===== src/rtl/voxel_ray_traversal_top_defines.svh =====
// assertion helpers shared by the rtl files
`ifndef VOXEL_RAY_TRAVERSAL_TOP_DEFINES_SVH
`define VOXEL_RAY_TRAVERSAL_TOP_DEFINES_SVH

// same-cycle implication, checked outside reset
`define VRT_ASSERT_NOW(label, ante, cons) \
    label: assert property (@(posedge i_clk) disable iff (!i_rst_n) (ante) |-> (cons)) \
        else $error("vrt assertion failed");

// next-cycle implication, checked outside reset
`define VRT_ASSERT_NEXT(label, ante, cons) \
    label: assert property (@(posedge i_clk) disable iff (!i_rst_n) (ante) |=> (cons)) \
        else $error("vrt assertion failed");

`endif


===== src/rtl/vrt_pkg.sv =====
`default_nettype none
package vrt_pkg;

    localparam int MAX_STEPS_DEF       = 64;
    localparam int COORD_FRAC_BITS_DEF = 8;

    localparam int IN_DATA_W  = 168;
    localparam int OUT_DATA_W = 168;
    localparam int VOX_W      = 24;
    localparam int T_W        = 32;
    localparam int ITER_W     = 5;

    localparam logic [T_W-1:0]    T_INF     = 32'hFFFF_FFFF;
    localparam logic [T_W-1:0]    T_MAXF    = 32'hFFFF_FFFE;
    localparam logic [ITER_W-1:0] ITER_LAST = 5'd31;

    localparam logic       CMD_START  = 1'b0;
    localparam logic       CMD_ANSWER = 1'b1;

    localparam logic [1:0] KIND_PROBE = 2'd0;
    localparam logic [1:0] KIND_HIT   = 2'd1;
    localparam logic [1:0] KIND_MISS  = 2'd2;

    localparam logic [1:0] AXIS_X = 2'd0;
    localparam logic [1:0] AXIS_Y = 2'd1;
    localparam logic [1:0] AXIS_Z = 2'd2;

    typedef enum logic [3:0] {
        S_IDLE,
        S_DEC,
        S_SQ,
        S_CHK,
        S_SQRT,
        S_AXIS,
        S_DIV,
        S_MUL,
        S_BND,
        S_STEP,
        S_RCHK,
        S_EMIT
    } t_state;

    typedef struct packed {
        logic       load;
        logic       sq_en;
        logic       sqrt_init;
        logic       sqrt_en;
        logic       axis_init;
        logic       div_en;
        logic       mul_en;
        logic       bnd_en;
        logic       step_en;
        logic       set_busy;
        logic       clr_busy;
        logic       out_load;
        logic [1:0] kind;
        logic [1:0] axis;
    } t_dp_cmd;

    typedef struct packed {
        logic is_start;
        logic busy;
        logic solid;
        logic reach_zero;
        logic lsq_zero;
        logic d_zero;
        logic steps_max;
        logic reach_exceed;
        logic out_free;
    } t_dp_stat;

endpackage
`default_nettype wire


===== src/rtl/voxel_ray_traversal_top.sv =====
// channel   dir  handshake                 payload
// s_axis    in   s_axis_tvalid/tready      tuser command, tdata ray or answer
// m_axis    out  m_axis_tvalid/tready      tuser kind, tdata voxel, normal, place, distance
//
// a start word runs decode, the sum of squares over the three axes, a check and the digit-serial
// root, then per moving axis a divide and a boundary multiply, while a still axis only loads its
// voxel, and then the emit
// an answer word runs a dda step and a reach check, or goes straight to the emit for a hit or
// step-limit miss; the emit can wait on the m_axis output register
// one word is worked at a time; s_axis_tready is high only while the sequencer idles
// synchronous active-low reset clears the sequencer, the busy flag and the output valid
`default_nettype none
module voxel_ray_traversal_top
    import vrt_pkg::*;
#(
    parameter int MAX_STEPS       = MAX_STEPS_DEF,
    parameter int COORD_FRAC_BITS = COORD_FRAC_BITS_DEF
) (
    input  wire logic                  i_clk,
    input  wire logic                  i_rst_n,
    input  wire logic                  s_axis_tvalid,
    output logic                       s_axis_tready,
    // origin_x, origin_y, origin_z, dir_x, dir_y, dir_z, max_reach, solid
    input  wire logic [IN_DATA_W-1:0]  s_axis_tdata,
    // command
    input  wire logic                  s_axis_tuser,
    output logic                       m_axis_tvalid,
    input  wire logic                  m_axis_tready,
    // voxel_x/y/z, normal_x/y/z, place_x/y/z, distance
    output logic [OUT_DATA_W-1:0]      m_axis_tdata,
    // kind
    output logic [1:0]                 m_axis_tuser
);

    t_dp_cmd  w_cmd;
    t_dp_stat w_stat;

    // sequencer: setup iterations, dda step and result word hand-off
    vrt_ctrl u_ctrl (
        .i_clk      (i_clk),
        .i_rst_n    (i_rst_n),
        .i_in_valid (s_axis_tvalid),
        .o_in_ready (s_axis_tready),
        .i_stat     (w_stat),
        .o_cmd      (w_cmd)
    );

    // datapath: root, divider, boundary multiply, walk state and output register
    vrt_dp #(
        .MAX_STEPS       (MAX_STEPS),
        .COORD_FRAC_BITS (COORD_FRAC_BITS)
    ) u_dp (
        .i_clk       (i_clk),
        .i_rst_n     (i_rst_n),
        .i_in_data   (s_axis_tdata),
        .i_in_cmd    (s_axis_tuser),
        .o_out_data  (m_axis_tdata),
        .o_out_kind  (m_axis_tuser),
        .o_out_valid (m_axis_tvalid),
        .i_out_ready (m_axis_tready),
        .i_cmd       (w_cmd),
        .o_stat      (w_stat)
    );

endmodule
`default_nettype wire


===== src/rtl/vrt_ctrl.sv =====
`default_nettype none
`include "voxel_ray_traversal_top_defines.svh"
module vrt_ctrl
    import vrt_pkg::*;
(
    input  wire logic     i_clk,
    input  wire logic     i_rst_n,
    input  wire logic     i_in_valid,
    output logic          o_in_ready,
    input  wire t_dp_stat i_stat,
    output t_dp_cmd       o_cmd
);

    t_state            r_state, n_state;
    logic [ITER_W-1:0] r_cnt, n_cnt;
    logic [1:0]        r_axis, n_axis;
    logic [1:0]        r_kind, n_kind;

    always_ff @(posedge i_clk) begin
        if (!i_rst_n) begin
            r_state <= S_IDLE;
            r_cnt   <= '0;
            r_axis  <= AXIS_X;
            r_kind  <= KIND_PROBE;
        end else begin
            r_state <= n_state;
            r_cnt   <= n_cnt;
            r_axis  <= n_axis;
            r_kind  <= n_kind;
        end
    end

    // next state
    always_comb begin
        n_state = r_state;
        n_cnt   = r_cnt;
        n_axis  = r_axis;
        n_kind  = r_kind;
        case (r_state)
            S_IDLE: begin
                if (i_in_valid) n_state = S_DEC;
            end
            S_DEC: begin
                if (i_stat.is_start) begin
                    n_state = S_SQ;
                    n_axis  = AXIS_X;
                end else if (!i_stat.busy) begin
                    n_state = S_IDLE;
                end else if (i_stat.solid) begin
                    n_state = S_EMIT;
                    n_kind  = KIND_HIT;
                end else if (i_stat.steps_max) begin
                    n_state = S_EMIT;
                    n_kind  = KIND_MISS;
                end else begin
                    n_state = S_STEP;
                end
            end
            S_SQ: begin
                if (r_axis == AXIS_Z) begin
                    n_state = S_CHK;
                    n_axis  = AXIS_X;
                end else begin
                    n_axis = r_axis + 2'd1;
                end
            end
            S_CHK: begin
                if (i_stat.reach_zero || i_stat.lsq_zero) begin
                    n_state = S_EMIT;
                    n_kind  = KIND_MISS;
                end else begin
                    n_state = S_SQRT;
                    n_cnt   = '0;
                end
            end
            S_SQRT: begin
                n_cnt = r_cnt + 1'b1;
                if (r_cnt == ITER_LAST) begin
                    n_state = S_AXIS;
                    n_axis  = AXIS_X;
                end
            end
            S_AXIS: begin
                if (!i_stat.d_zero) begin
                    n_state = S_DIV;
                    n_cnt   = '0;
                end else if (r_axis == AXIS_Z) begin
                    n_state = S_EMIT;
                    n_kind  = KIND_PROBE;
                end else begin
                    n_axis = r_axis + 2'd1;
                end
            end
            S_DIV: begin
                n_cnt = r_cnt + 1'b1;
                if (r_cnt == ITER_LAST) n_state = S_MUL;
            end
            S_MUL: n_state = S_BND;
            S_BND: begin
                if (r_axis == AXIS_Z) begin
                    n_state = S_EMIT;
                    n_kind  = KIND_PROBE;
                end else begin
                    n_state = S_AXIS;
                    n_axis  = r_axis + 2'd1;
                end
            end
            S_STEP: n_state = S_RCHK;
            S_RCHK: begin
                n_state = S_EMIT;
                n_kind  = i_stat.reach_exceed ? KIND_MISS : KIND_PROBE;
            end
            S_EMIT: begin
                if (i_stat.out_free) n_state = S_IDLE;
            end
            default: n_state = S_IDLE;
        endcase
    end

    // outputs
    always_comb begin
        o_cmd      = '0;
        o_cmd.axis = r_axis;
        o_cmd.kind = r_kind;
        o_in_ready = 1'b0;
        case (r_state)
            S_IDLE: begin
                o_in_ready = 1'b1;
                o_cmd.load = i_in_valid;
            end
            S_DEC: begin
                if (i_stat.is_start) begin
                    o_cmd.clr_busy = 1'b1;
                end else if (i_stat.busy && (i_stat.solid || i_stat.steps_max)) begin
                    o_cmd.clr_busy = 1'b1;
                end
            end
            S_SQ:   o_cmd.sq_en = 1'b1;
            S_CHK: begin
                if (!(i_stat.reach_zero || i_stat.lsq_zero)) o_cmd.sqrt_init = 1'b1;
            end
            S_SQRT: o_cmd.sqrt_en = 1'b1;
            S_AXIS: begin
                o_cmd.axis_init = 1'b1;
                if (i_stat.d_zero && r_axis == AXIS_Z) o_cmd.set_busy = 1'b1;
            end
            S_DIV:  o_cmd.div_en = 1'b1;
            S_MUL:  o_cmd.mul_en = 1'b1;
            S_BND: begin
                o_cmd.bnd_en = 1'b1;
                if (r_axis == AXIS_Z) o_cmd.set_busy = 1'b1;
            end
            S_STEP: o_cmd.step_en = 1'b1;
            S_RCHK: begin
                if (i_stat.reach_exceed) o_cmd.clr_busy = 1'b1;
            end
            S_EMIT: o_cmd.out_load = i_stat.out_free;
            default: o_cmd = '0;
        endcase
    end

    `VRT_ASSERT_NEXT(a_accept_leaves_idle, i_in_valid && o_in_ready, r_state == S_DEC)
    `VRT_ASSERT_NEXT(a_sqrt_to_axis, r_state == S_SQRT && r_cnt == ITER_LAST, r_state == S_AXIS)

endmodule
`default_nettype wire


===== src/rtl/vrt_dp.sv =====
`default_nettype none
`include "voxel_ray_traversal_top_defines.svh"
module vrt_dp
    import vrt_pkg::*;
#(
    parameter int MAX_STEPS       = MAX_STEPS_DEF,
    parameter int COORD_FRAC_BITS = COORD_FRAC_BITS_DEF
) (
    input  wire logic                  i_clk,
    input  wire logic                  i_rst_n,
    input  wire logic [IN_DATA_W-1:0]  i_in_data,
    input  wire logic                  i_in_cmd,
    output logic [OUT_DATA_W-1:0]      o_out_data,
    output logic [1:0]                 o_out_kind,
    output logic                       o_out_valid,
    input  wire logic                  i_out_ready,
    input  wire t_dp_cmd               i_cmd,
    output t_dp_stat                   o_stat
);

    localparam int DIST_W = COORD_FRAC_BITS + 1;
    localparam int PROD_W = DIST_W + T_W;
    localparam int STEP_W = $clog2(MAX_STEPS + 1);
    localparam logic [31:0] FMASK = (32'd1 << COORD_FRAC_BITS) - 32'd1;
    localparam logic [31:0] FONE  = 32'd1 << COORD_FRAC_BITS;

    // latched item
    logic [31:0]        r_org [3];
    logic signed [15:0] r_dir [3];
    logic [15:0]        r_reach;
    logic               r_solid;
    logic               r_is_start;

    // walk state
    logic               r_busy;
    logic [VOX_W-1:0]   r_vox [3];
    logic signed [1:0]  r_sign [3];
    logic [T_W-1:0]     r_tnb [3];
    logic [T_W-1:0]     r_tdel [3];
    logic [T_W-1:0]     r_cur_t;
    logic signed [1:0]  r_nrm [3];
    logic [STEP_W-1:0]  r_steps;
    logic               r_origin_probe;

    // setup units
    logic [31:0]        r_lsq;
    logic [31:0]        r_rad;
    logic [33:0]        r_rem;
    logic [31:0]        r_root;
    logic [31:0]        r_dq;
    logic [15:0]        r_drem;
    logic [PROD_W-1:0]  r_prod;

    logic                 r_out_valid;
    logic [OUT_DATA_W-1:0] r_out_data;
    logic [1:0]           r_out_kind;

    logic signed [15:0] w_d;
    logic [15:0]        w_ad;
    logic [31:0]        w_sq;
    logic [35:0]        w_rsh, w_trial;
    logic [16:0]        w_ds;
    logic [31:0]        w_tdsat, w_org, w_frac, w_vfull;
    logic [DIST_W-1:0]  w_dist;
    logic [PROD_W-1:0]  w_shift;
    logic [T_W-1:0]     w_bnd;
    logic [1:0]         w_ax;
    logic [T_W-1:0]     w_tmin, w_nb;
    logic [T_W:0]       w_sum;
    logic               w_out_free;
    logic [OUT_DATA_W-1:0] w_out;

    assign w_d    = r_dir[i_cmd.axis];
    assign w_ad   = w_d[15] ? (~w_d + 16'd1) : w_d;
    assign w_sq   = {16'd0, w_ad} * {16'd0, w_ad};
    assign w_org  = r_org[i_cmd.axis];
    assign w_frac = w_org & FMASK;
    assign w_vfull = 32'($signed(w_org) >>> COORD_FRAC_BITS);
    assign w_dist = w_d[15] ? DIST_W'(w_frac) : DIST_W'(FONE - w_frac);

    // digit-serial square root, two radicand bits a cycle
    assign w_rsh   = {r_rem, r_rad[31:30]};
    assign w_trial = {2'b00, r_root, 2'b01};

    // restoring division, one quotient bit a cycle
    assign w_ds    = {r_drem, r_dq[31]};
    assign w_tdsat = (r_dq == T_INF) ? T_MAXF : r_dq;

    assign w_shift = r_prod >> COORD_FRAC_BITS;
    assign w_bnd   = (w_shift > PROD_W'(T_MAXF)) ? T_MAXF : w_shift[T_W-1:0];

    // axis pick, ties go y over x and z over both
    always_comb begin
        if (r_tnb[0] < r_tnb[1]) w_ax = (r_tnb[0] < r_tnb[2]) ? AXIS_X : AXIS_Z;
        else                     w_ax = (r_tnb[1] < r_tnb[2]) ? AXIS_Y : AXIS_Z;
    end
    assign w_tmin = r_tnb[w_ax];
    assign w_sum  = {1'b0, w_tmin} + {1'b0, r_tdel[w_ax]};
    always_comb begin
        if (w_tmin == T_INF || r_tdel[w_ax] == T_INF) w_nb = T_INF;
        else if (w_sum > {1'b0, T_MAXF})            w_nb = T_MAXF;
        else                                        w_nb = w_sum[T_W-1:0];
    end

    assign w_out_free = !r_out_valid || i_out_ready;

    // result word: probe carries the voxel only, a hit adds normal, place and distance, a miss carries nothing
    always_comb begin
        w_out = '0;
        if (i_cmd.kind == KIND_PROBE || i_cmd.kind == KIND_HIT) begin
            w_out[71:0] = {r_vox[2], r_vox[1], r_vox[0]};
        end
        if (i_cmd.kind == KIND_HIT) begin
            if (r_origin_probe) begin
                w_out[77:72]  = {2'sd0, 2'sd1, 2'sd0};
                w_out[149:78] = {r_vox[2], r_vox[1] + VOX_W'(1), r_vox[0]};
            end else begin
                w_out[77:72]   = {r_nrm[2], r_nrm[1], r_nrm[0]};
                w_out[149:78]  = {r_vox[2] + VOX_W'(signed'(r_nrm[2])),
                                  r_vox[1] + VOX_W'(signed'(r_nrm[1])),
                                  r_vox[0] + VOX_W'(signed'(r_nrm[0]))};
                w_out[165:150] = r_cur_t[23:8];
            end
        end
    end

    always_ff @(posedge i_clk) begin
        if (i_cmd.load) begin
            r_org[0]   <= i_in_data[31:0];
            r_org[1]   <= i_in_data[63:32];
            r_org[2]   <= i_in_data[95:64];
            r_dir[0]   <= i_in_data[111:96];
            r_dir[1]   <= i_in_data[127:112];
            r_dir[2]   <= i_in_data[143:128];
            r_is_start <= (i_in_cmd == CMD_START);
            r_solid    <= i_in_data[160];
            if (i_in_cmd == CMD_START) r_reach <= i_in_data[159:144];
            r_lsq      <= '0;
        end
        if (i_cmd.sq_en) r_lsq <= r_lsq + w_sq;
        if (i_cmd.sqrt_init) begin
            r_rad          <= r_lsq;
            r_rem          <= '0;
            r_root         <= '0;
            r_cur_t        <= '0;
            r_steps        <= '0;
            r_origin_probe <= 1'b1;
            for (int i = 0; i < 3; i++) r_nrm[i] <= '0;
        end
        if (i_cmd.sqrt_en) begin
            r_rad <= {r_rad[29:0], 2'b00};
            if (w_rsh >= w_trial) begin
                r_rem  <= 34'(w_rsh - w_trial);
                r_root <= {r_root[30:0], 1'b1};
            end else begin
                r_rem  <= w_rsh[33:0];
                r_root <= {r_root[30:0], 1'b0};
            end
        end
        if (i_cmd.axis_init) begin
            r_vox[i_cmd.axis] <= w_vfull[VOX_W-1:0];
            r_dq              <= r_root;
            r_drem            <= '0;
            if (w_d == 16'sd0) begin
                r_sign[i_cmd.axis] <= 2'sd0;
                r_tdel[i_cmd.axis] <= T_INF;
                r_tnb[i_cmd.axis]  <= T_INF;
            end else begin
                r_sign[i_cmd.axis] <= w_d[15] ? -2'sd1 : 2'sd1;
            end
        end
        if (i_cmd.div_en) begin
            if (w_ds >= {1'b0, w_ad}) begin
                r_drem <= 16'(w_ds - {1'b0, w_ad});
                r_dq   <= {r_dq[30:0], 1'b1};
            end else begin
                r_drem <= w_ds[15:0];
                r_dq   <= {r_dq[30:0], 1'b0};
            end
        end
        if (i_cmd.mul_en) begin
            r_tdel[i_cmd.axis] <= w_tdsat;
            r_prod             <= PROD_W'(w_dist) * PROD_W'(w_tdsat);
        end
        if (i_cmd.bnd_en) r_tnb[i_cmd.axis] <= w_bnd;
        if (i_cmd.step_en) begin
            r_steps        <= r_steps + 1'b1;
            r_cur_t        <= w_tmin;
            r_tnb[w_ax]    <= w_nb;
            r_vox[w_ax]    <= r_vox[w_ax] + VOX_W'(signed'(r_sign[w_ax]));
            r_origin_probe <= 1'b0;
            for (int i = 0; i < 3; i++)
                r_nrm[i] <= (2'(i) == w_ax) ? -r_sign[w_ax] : 2'sd0;
        end
        if (i_cmd.out_load) begin
            r_out_kind <= i_cmd.kind;
            r_out_data <= w_out;
        end
    end

    always_ff @(posedge i_clk) begin
        if (!i_rst_n) begin
            r_busy      <= 1'b0;
            r_out_valid <= 1'b0;
        end else begin
            if (i_cmd.clr_busy)      r_busy <= 1'b0;
            else if (i_cmd.set_busy) r_busy <= 1'b1;
            if (i_cmd.out_load)      r_out_valid <= 1'b1;
            else if (i_out_ready)    r_out_valid <= 1'b0;
        end
    end

    assign o_out_data  = r_out_data;
    assign o_out_kind  = r_out_kind;
    assign o_out_valid = r_out_valid;

    always_comb begin
        o_stat.is_start     = r_is_start;
        o_stat.busy         = r_busy;
        o_stat.solid        = r_solid;
        o_stat.reach_zero   = (r_reach == 16'd0);
        o_stat.lsq_zero     = (r_lsq == 32'd0);
        o_stat.d_zero       = (w_d == 16'sd0);
        o_stat.steps_max    = (r_steps >= STEP_W'(MAX_STEPS));
        o_stat.reach_exceed = (r_cur_t > {8'd0, r_reach, 8'd0});
        o_stat.out_free     = w_out_free;
    end

    `VRT_ASSERT_NOW(a_no_overwrite, i_cmd.out_load, w_out_free)
    `VRT_ASSERT_NEXT(a_step_leaves_origin, i_cmd.step_en, !r_origin_probe)

endmodule
`default_nettype wire

===== config.mk =====
export PLATFORM = sky130hd
export DESIGN_NAME = voxel_ray_traversal_top
export DESIGN_NICKNAME = d
export VERILOG_FILES = /design/src/rtl/vrt_pkg.sv /design/src/rtl/voxel_ray_traversal_top.sv /design/src/rtl/vrt_ctrl.sv /design/src/rtl/vrt_dp.sv
export VERILOG_INCLUDE_DIRS = /design/src /design/src/rtl
export SDC_FILE = /design/constraint.sdc
export NUM_CORES = 2
export LEC_CHECK = 0
export ABC_AREA = 1
export BUFFER_PORTS_ARGS = -buffer_cell sky130_fd_sc_hd__buf_2
export CAP_MARGIN = 20
export CORE_MARGIN = 8
export CORE_UTILIZATION = 35
export CTS_BUF_LIST = sky130_fd_sc_hd__clkbuf_4
export DETAILED_ROUTE_END_ITERATION = 16
export PLACE_DENSITY = 0.51
export SKIP_LAST_GASP = 1
export SYNTH_ARGS = -nofsm -noshare
export SYNTH_HDL_FRONTEND = slang
export SYNTH_SLANG_ARGS = --single-unit

===== constraint.sdc =====
create_clock -name i_clk -period 20.7 [get_ports i_clk]
set_clock_uncertainty 0.05 [all_clocks]
set_input_delay 4.14 -clock i_clk [delete_from_list [all_inputs] [get_ports i_clk]]
set_output_delay 4.14 -clock i_clk [all_outputs]
set_load 0.05 [all_outputs]

==> results summary <==
The flow ran to the end, and the final reports show no timing, DRC or antenna violations. The floorplan row count is 156. The number of setup buffers added after CTS is 0.

The share of synthesized area occupied by flip-flops and latches is 40.9%. After detailed routing, the number of vias per cell comes to 4.97. The detail route stage leaves a number of antenna-violating nets equal to 0. Sorting the synthesized cells by area gives the leading types as sky130_fd_sc_hd__edfxtp_1 (40%), sky130_fd_sc_hd__fa_1 (13%), sky130_fd_sc_hd__ha_1 (8.7%). The fmax came out at 0.101 GHz.

Of the available clock period, the critical path in the final layout requires 48.0%. The clock network latency to the later pin of the worst-skew pair is 1.29 ns. The count of nets after finishing is 8524.

The vias after detailed routing came out at 50100. The type of the worst min-delay path is register to register. For this run, design rule violations remaining after detail routing come to 0. The clock passes through at most 3 buffers. The via count of the first global-routing pass was 50600. The slew at the pin closest to its max-slew limit came out at 1.16 ns. The number of enable flip-flop cells after synthesis came out at 854. The most common cell in the synthesized netlist is sky130_fd_sc_hd__nand2_1.

The first-pass GRT wire length came out at 300000 um. The data required time of the worst path is 21.63 ns. In this run the standard cell core region covers 181000 um2. The slowest stage of the critical path is the sky130_fd_sc_hd__buf_4 cell.

The number of clock sinks seen by CTS is 872. The number of instances in the synthesized netlist is 7053. The count of port buffers added during placement is 335. The arrival time reported for the critical path endpoint is 10.85 ns.

The area fraction of the dominant cell type after synthesis came out at 40.3%. The first detailed-routing pass ran for 8 iterations. The initial antenna violation count is 14. The number of hold buffers added after CTS is 0.

The top-level I/O count is 345. The routability congestion estimate is 0.909. The number of warning messages in the yosys log is 0. By count the netlist is led by sky130_fd_sc_hd__nand2_1 (1455), sky130_fd_sc_hd__inv_1 (1170), sky130_fd_sc_hd__edfxtp_1 (854). The setup-violating endpoint count in the final report is 0.

The post-route netlist has 11.2% of its cells at a drive strength greater than 1. The cell area after technology mapping came out at 63700 um2. The synthesized design contains 872 register bits. In this run the worst path has a maximum fanout of 38. The minimum clock period came out at 9.93 ns.

Detailed placement finished with a half-perimeter wire length of 151000 um. Counting stages on the worst path, the most repeated cell is sky130_fd_sc_hd__inv_1. After clock tree synthesis, the clock-pin slew on the worst setup and hold paths is 0.06 ns. sky130_fd_sc_hd__edfxtp_1 takes more of the synthesized area than any other cell. For this run, the slowest stage of the critical path takes 0.58 ns. Entering global routing, the biggest net connects 82 pins.

The global-route usage over all layers is 19.5%. The cell sitting at the root of the clock tree is a sky130_fd_sc_hd__clkbuf_4. The tool flagged a number of max-cap violations equal to 0. The number of pins exceeding their max-slew limit in the final report is 0. The overall die height came out at 442 um. The die is 442 um wide. The number of design-rule violations left by the first detailed-router iteration is 3543.

The remaining max-slew budget at the tightest pin is 22.5%. The number of gates given a new drive strength after cts is 0. The routed wire length per instance came out at 19.6 um. Dividing the synthesized area by the synthesized cell count gives 9.03 um2. The most used flip-flop cell after synthesis is sky130_fd_sc_hd__edfxtp_1. The share of synthesized flip-flops with an asynchronous set or reset is 0%. The final standard cell area without fillers came out at 71300 um2. The post-route setup TNS is 0 ns. The number of H-tree levels is 4.

Setup repair after global routing left no endpoint under its margin. The hold violation count in the final report is 0. The worst setup path is of the register to register kind. Once the floorplan was initialized, standard cells occupied 35.2% of the core.

The placed cell area is 68100 um2. The post-layout utilization of the core is 39.5%. Compared with the post-synthesis result, the final layout area differs by 12.0%. Across all register-to-register paths, the minimum setup slack is 10.77 ns.

The worst setup path is launched from a register. The aggregate global routing overflow is 0. The routed wire length is 197000 um.

The overall die area came out at 196000 um2. The TritonCTS clock tree is built. The worst setup path is captured at a register. The number of buffers created by CTS is 240. The unique cell type count in the Yosys netlist came out at 61.
[registers in the layout, summed over array words and instances, names as in the netlist, 7 cells and up]
signal and cells:
u_dp.o_out_data 166, u_dp.r_cur_t 32, u_dp.r_dir 48, u_dp.r_dq 32, u_dp.r_drem 16, u_dp.r_lsq 32, u_dp.r_org 96, u_dp.r_prod 33
u_dp.r_rad 32, u_dp.r_reach 16, u_dp.r_rem 34, u_dp.r_root 32, u_dp.r_steps 7, u_dp.r_tdel 96, u_dp.r_tnb 96, u_dp.r_vox 72
[placed cells by master (no fill, tap or decap), types with 22 or more instances in the layout]
cell	Yosys	routed
sky130_fd_sc_hd__a21boi_0	23	23
sky130_fd_sc_hd__a21oi_1	517	517
sky130_fd_sc_hd__a221oi_1	34	34
sky130_fd_sc_hd__a31oi_1	34	34
sky130_fd_sc_hd__buf_2	35	335
sky130_fd_sc_hd__buf_4	12	63
sky130_fd_sc_hd__clkbuf_4	0	347
sky130_fd_sc_hd__clkinv_1	5	58
sky130_fd_sc_hd__clkinv_2	0	22
sky130_fd_sc_hd__conb_1	2	24
sky130_fd_sc_hd__edfxtp_1	854	854
sky130_fd_sc_hd__fa_1	410	410
sky130_fd_sc_hd__ha_1	445	445
sky130_fd_sc_hd__inv_1	1170	1169
sky130_fd_sc_hd__nand2_1	1455	1449
sky130_fd_sc_hd__nand3_1	244	244
sky130_fd_sc_hd__nand3b_1	53	53
sky130_fd_sc_hd__nand4_1	59	59
sky130_fd_sc_hd__nor2_1	656	639
sky130_fd_sc_hd__nor3_1	90	87
sky130_fd_sc_hd__nor4_1	27	27
sky130_fd_sc_hd__o21a_1	35	35
sky130_fd_sc_hd__o21ai_0	385	382
sky130_fd_sc_hd__xnor2_1	69	69
sky130_fd_sc_hd__xor2_1	90	89
[worst paths after layout]
| path | start | endpoint | depth (start not counted) |
|---|---|---|---|
| worst max-delay path | u_ctrl.r_axis[1] | u_dp.r_lsq[27] | 38 |
| worst min-delay path | u_dp.r_rad[1] | u_dp.r_rad[1] | 2 |
| worst max register to register | u_ctrl.r_axis[1] | u_dp.r_lsq[27] | 38 |
| worst min register to register | u_dp.r_rad[1] | u_dp.r_rad[1] | 2 |
[logic make-up (layout without fill, tap and decap cells)]
logic type                 after synthesis  count (layout)  synth area share [%]
AOI/OAI and AO/OA                     1126            1126                  9.79
xor gates and xnor gates               159             159                  2.19
adders and majority gates              855             855                  21.6
buffers and inverters                 1410            2023                  8.48
DFF                                    872             872                  40.9
other                                    2              39                0.0118
and+or+nand+nor                       2629            2629                  17.0
[per-layer routing]
metal	GRT usage [%]	routed length (um)	vias to the layer above
li1	-	-	24200
met5	0	0	-
met2	32.3	91900	1424
met4	5.91	5130	0
met3	3.14	10000	269
met1	26.4	89900	24100
[critical path: cells and delay by family (launching register included)]
kind	cells	cell delay, ns
AOI/OAI and AO/OA	8	1.77
DFF	1	0.49
adders and majority gates	7	3.02
and+or+nand+nor	12	1.96
buffers and inverters	11	2.37
[stage by stage]
| step | hold WS [ns] | cells | setup slack, ns |
|---|---|---|---|
| 2_1_floorplan | 0.375 | 7075 | 4.24 |
| 3_3_place_gp | 0.390 | 9619 | 10.80 |
| 3_5_place_dp | 0.396 | 9620 | 10.73 |
| 4_1_cts | 0.405 | 10100 | 10.74 |
| 5_1_grt | 0.429 | 10100 | 10.12 |
| 6_report | 0.419 | 10100 | 10.77 |
[cell type report]
type	count	area, um2
Fill cell	18400	109000
Multi-Input combinational cell	4793	32500
Sequential cell	872	26000
Inverter	1186	4450
Tap cell	2370	2970
Clock buffer	347	2610
Timing Repair Buffer	403	2270
Clock inverter	87	475
Antenna cell	15	37.5
Power is left out: the tool's default activity adds up to more than one toggle a clock period on the data nets, which glitch-free logic cannot reach.
